## src/pic_pkg.sv

```systemverilog
// Shared types and constants for the projective inlier counter.
// No dependencies; used by every module under src.
package pic_pkg;

    localparam int MAX_POINTS = 4096;
    localparam int PIDX_W     = 12;
    localparam int CNT_W      = 13;

    localparam int COEF_W = 32;
    localparam int COORD_W = 16;
    localparam int Q_W    = 49;
    localparam int D_W    = 64;
    localparam int SQ_W   = 128;

    localparam int MQ_DEPTH = 4;
    localparam int MQ_AW    = 2;
    localparam int MQ_CW    = 3;

    localparam int OUT_DEPTH = 16;
    localparam int OUT_AW    = 4;
    localparam int OUT_CW    = 5;

    typedef enum logic [2:0] {
        CFG_COEF_PAIR_A       = 3'd0,
        CFG_COEF_PAIR_B       = 3'd1,
        CFG_COEF_PAIR_C       = 3'd2,
        CFG_COEF_PAIR_D       = 3'd3,
        CFG_COEF_BOTTOM_RIGHT = 3'd4,
        CFG_DIST_THRESHOLD    = 3'd5
    } t_cfg_idx;

    typedef struct packed {
        logic signed [COORD_W-1:0] left_x;
        logic signed [COORD_W-1:0] left_y;
        logic signed [COORD_W-1:0] right_x;
        logic signed [COORD_W-1:0] right_y;
        logic                      last_pair;
    } t_pair_in;

    typedef struct packed {
        logic              is_inlier;
        logic [PIDX_W-1:0] point_index;
        logic [CNT_W-1:0]  inlier_count;
        logic              set_done;
    } t_result;

    typedef struct packed {
        logic signed [COEF_W-1:0] m00;
        logic signed [COEF_W-1:0] m01;
        logic signed [COEF_W-1:0] m02;
        logic signed [COEF_W-1:0] m10;
        logic signed [COEF_W-1:0] m11;
        logic signed [COEF_W-1:0] m12;
        logic signed [COEF_W-1:0] m20;
        logic signed [COEF_W-1:0] m21;
        logic signed [COEF_W-1:0] m22;
    } t_matrix;

    // projected pair, handed from front to back
    typedef struct packed {
        logic signed [Q_W-1:0]     q0;
        logic signed [Q_W-1:0]     q1;
        logic signed [Q_W-1:0]     q2;
        logic signed [COORD_W-1:0] right_x;
        logic signed [COORD_W-1:0] right_y;
        logic                      last_pair;
    } t_proj;

endpackage

```

## src/pic_mid_queue.sv

```systemverilog
// Short queue of projected pairs between the front and back ends.
// Depends on pic_pkg.
module pic_mid_queue (
    input  logic                       i_clk,
    input  logic                       i_rst_n,
    input  logic                       i_wr_valid,
    input  pic_pkg::t_proj             i_wr_data,
    input  logic                       i_rd,
    output pic_pkg::t_proj             o_head,
    output logic [pic_pkg::MQ_CW-1:0]  o_count
);

    pic_pkg::t_proj            r_mem [pic_pkg::MQ_DEPTH];
    logic [pic_pkg::MQ_AW-1:0] r_wp, r_rp;
    logic [pic_pkg::MQ_CW-1:0] r_count;

    always_ff @(posedge i_clk) begin
        if (!i_rst_n) begin
            r_wp    <= '0;
            r_rp    <= '0;
            r_count <= '0;
        end else begin
            if (i_wr_valid) begin
                r_wp <= r_wp + 1'b1;
            end
            if (i_rd) begin
                r_rp <= r_rp + 1'b1;
            end
            case ({i_wr_valid, i_rd})
                2'b10:   r_count <= r_count + 1'b1;
                2'b01:   r_count <= r_count - 1'b1;
                default: r_count <= r_count;
            endcase
        end
    end

    always_ff @(posedge i_clk) begin
        if (i_wr_valid) begin
            r_mem[r_wp] <= i_wr_data;
        end
    end

    assign o_head  = r_mem[r_rp];
    assign o_count = r_count;

endmodule

```

## config.mk

```make
export PLATFORM = sky130hd
export DESIGN_NAME = pic_mid_queue
export DESIGN_NICKNAME = d
export VERILOG_FILES = /design/src/pic_pkg.sv /design/src/pic_mid_queue.sv
export SDC_FILE = /design/constraint.sdc
export NUM_CORES = 1
export LEC_CHECK = 0
export BUFFER_PORTS_ARGS = -buffer_cell sky130_fd_sc_hd__buf_2
export CORE_MARGIN = 1
export CORE_UTILIZATION = 45
export CTS_CLUSTER_SIZE = 30
export DETAILED_ROUTE_END_ITERATION = 10
export GPL_TIMING_DRIVEN = 0
export PLACE_DENSITY_LB_ADDON = 0.2
export SLEW_MARGIN = 20
export SYNTH_ARGS = -nofsm -noshare
export SYNTH_HDL_FRONTEND = slang
export SYNTH_SLANG_ARGS = --single-unit
```

## constraint.sdc

```tcl
create_clock -name i_clk -period 8.6 [get_ports i_clk]
set_clock_uncertainty 0.15 [all_clocks]
set_input_delay 0.43 -clock i_clk [delete_from_list [all_inputs] [get_ports i_clk]]
set_output_delay 0.43 -clock i_clk [all_outputs]
set_load 0.02 [all_outputs]
```

==> results.cfg <==
[status]
outcome = finished clean

[floorplan]
die_w_um = 244
dieArea_um2 = 59600
die_y_um = 244
io_pins = 367
start_util = 0.456
rows = 88
core_um2 = 57800

[drt]
drt_iter0_drc = 542
drt-total-wl_um = 53500
routed_via_density = 5.15
first_pass_iters = 4
drtAntennaViolNets = 0
route.vias.total = 12600
drc = 0
wl_per_cell_um = 21.9

[critical_path]
arrival_ns = 2.63
path_class = flip-flop to primary output
crit_required_ns = 8.02
endpoint_kind = primary output
start_kind = flip-flop
critical_path.max_fanout = 10

[clock_tree]
clock_latency_ns = 0.58
clkSinkCount = 729
cts.reportedPaths.clkPinSlew_ns = 0.06
cts_tree = yes
cts_buffers = 75
cts_hold_buf = 181
post_cts_resized = 0
cts-htree-levels = 3
cts-root-buf = clkbuf_16
cts_setup_buffers = 0
clock_path_buffers = 3

[placement]
dp_hpwl_um = 32400
io_buffer_count = 366
place_area_um2 = 29600
place.gp.congestion = 0.746
place_ws_ns = 5.92

[sta]
slew_violations = 0
fin_crit_sh = 0.373
rsz0062_at_grt = no
fmax_mhz = 312
tightest_slew_ns = 0.692
fin_crit_ns = 3.21
final-hold-violation-count = 0
setup_viol = 0
layout_setup_ws_ns = 5.39
relSlewSlack = 0.539

[logic_synthesis]
ys_ff_latch = 729
synth_compound_area_frac = 0.000664
synth-seq-area-share = 0.827
synth_top_area_frac = 0.820
syn_inst = 984
yosysTopAreaCell = edfxtp_1
yosysWarnings = 0
synth-simple-area-share = 0.00313
syn_area_um2 = 26400
synth_top_family_by_area = multiplexers
synth_area_leaders = edfxtp_1 (82%), mux4_2 (15%), dfxtp_1 (0.68%), buf_6 (0.47%), buf_2 (0.40%)
ys_types = 19
syn_nets = 1174
synth_fa_ha_area_frac = 0.00313
synthMuxAreaShare = 0.154
synthXorXnorAreaFrac = 0.00166
syn_area_per_cell_um2 = 26.8

[cells_and_area]
drive_gt1_frac = 0.414
nFillCells = 4292
syn_to_final_growth_pct = 28.0
layout.nets = 1814
layout_commonest_cell = edfxtp_1
fin_util = 0.584
mostFrequentLayoutCells = edfxtp_1 (720), buf_2 (387), dlygate4sd3_1 (181)
stdcell_area_um2 = 33800

[flow_run]
max_cap_viol_count = 0

[pwr]
powerDensity_nw_per_um2 = 242
leakage_nw = 11.5
peakVddDrop_mv = 0.198

[global_route]
grt_pass1_vias = 13500
grt_pass1_wl_um = 80700
grt_max_degree = 46
grt-ovfl-total = 0
antenna_found_initial = 4
grt_usage = 0.181

[min_path]
hp-class = input port to flip-flop
## cell usage after synthesis
cell      instances
a21boi_0          1
and2_1           10
buf_1             2
buf_2            21
buf_6            11
clkbuf_1          6
dfxtp_1           9
edfxtp_1        720
fa_1              1
ha_1              5
inv_1             6
mux2i_1           1
mux4_2          180
nand2_1           2
nor2b_1           1
o21ai_0           2
or3_1             1
xnor2_1           2
xor2_1            3
## critical path: stages, from the launching register on
cell     delay (ns)
dfxtp_1        0.31
buf_2          0.31
buf_2          0.44
buf_2          0.40
mux4_2         0.36
buf_2          0.20
## area by class of cell
cell class | instances | area [µm²] | area share
tap | 765 | 957 | 0.0284
inverter | 6 | 22.5 | 0.000667
timing repair buffer | 563 | 4060 | 0.120
sequential | 729 | 21800 | 0.646
antenna | 1 | 2.50 | 0.0000741
buffer | 40 | 259 | 0.00767
multi-input combinational | 209 | 4300 | 0.127
clock buffer | 99 | 2020 | 0.0598
clock inverter | 31 | 333 | 0.00986
## per-stage QoR
| stage | setup TNS (ns) | total power, mW | hold WS, ns | std cells |
|---|---|---|---|---|
| 3_3_place_gp | -379.13 | 5.11 | 0.330 | 2115 |
| 5_1_grt | 0 | 8.47 | 0.0969 | 2442 |
| 2_1_floorplan | 0 | 4.75 | 0.378 | 984 |
| 6_report | 0 | 8.18 | 0.104 | 2443 |
| 4_1_cts | 0 | 8.29 | 0.0621 | 2442 |
| 3_5_place_dp | 0 | 5.09 | 0.349 | 2131 |
## registers in the layout, indices dropped and copies added (netlist names), named ones only
signal,count
r_wp,2
o_count,3
r_mem,720
r_rp,2
## where the power goes
group	switching [mW]	total, mW	internal [mW]
logic	0.541	0.948	0.407
registers	0.0327	4.12	4.08
clock network	1.26	3.12	1.86
total	1.84	8.18	6.35
## cells by family (layout without fill, tap and decap cells)
logic type | Yosys count | after routing
buffers and inverters | 46 | 739
adders and majority gates | 6 | 6
other | 0 | 1
DFF | 729 | 729
AOI/OAI and AO/OA | 3 | 3
muxes | 181 | 181
and+or+nand+nor | 14 | 14
xor gates and xnor gates | 5 | 5
## path summary, 6_finish.rpt
check	from	end	slack (ns)	cells past startpoint
worst max-delay path	flip-flop	o_head[102]	5.39	5
worst min-delay path	i_rd	flip-flop	0.10	3
worst max register to register	r_wp[0]	r_mem[2][149]	6.08	6
worst min register to register	o_count[2]	o_count[2]	0.37	2
## routing by layer
| metal | wire (µm) | track usage |
|---|---|---|
| met1 | 22100 | 0.240 |
| met2 | 26600 | 0.293 |
| met3 | 3580 | 0.0491 |
| met4 | 1260 | 0.0599 |
| met5 | 46 | 0 |
Power figures use the tool's default switching activity.
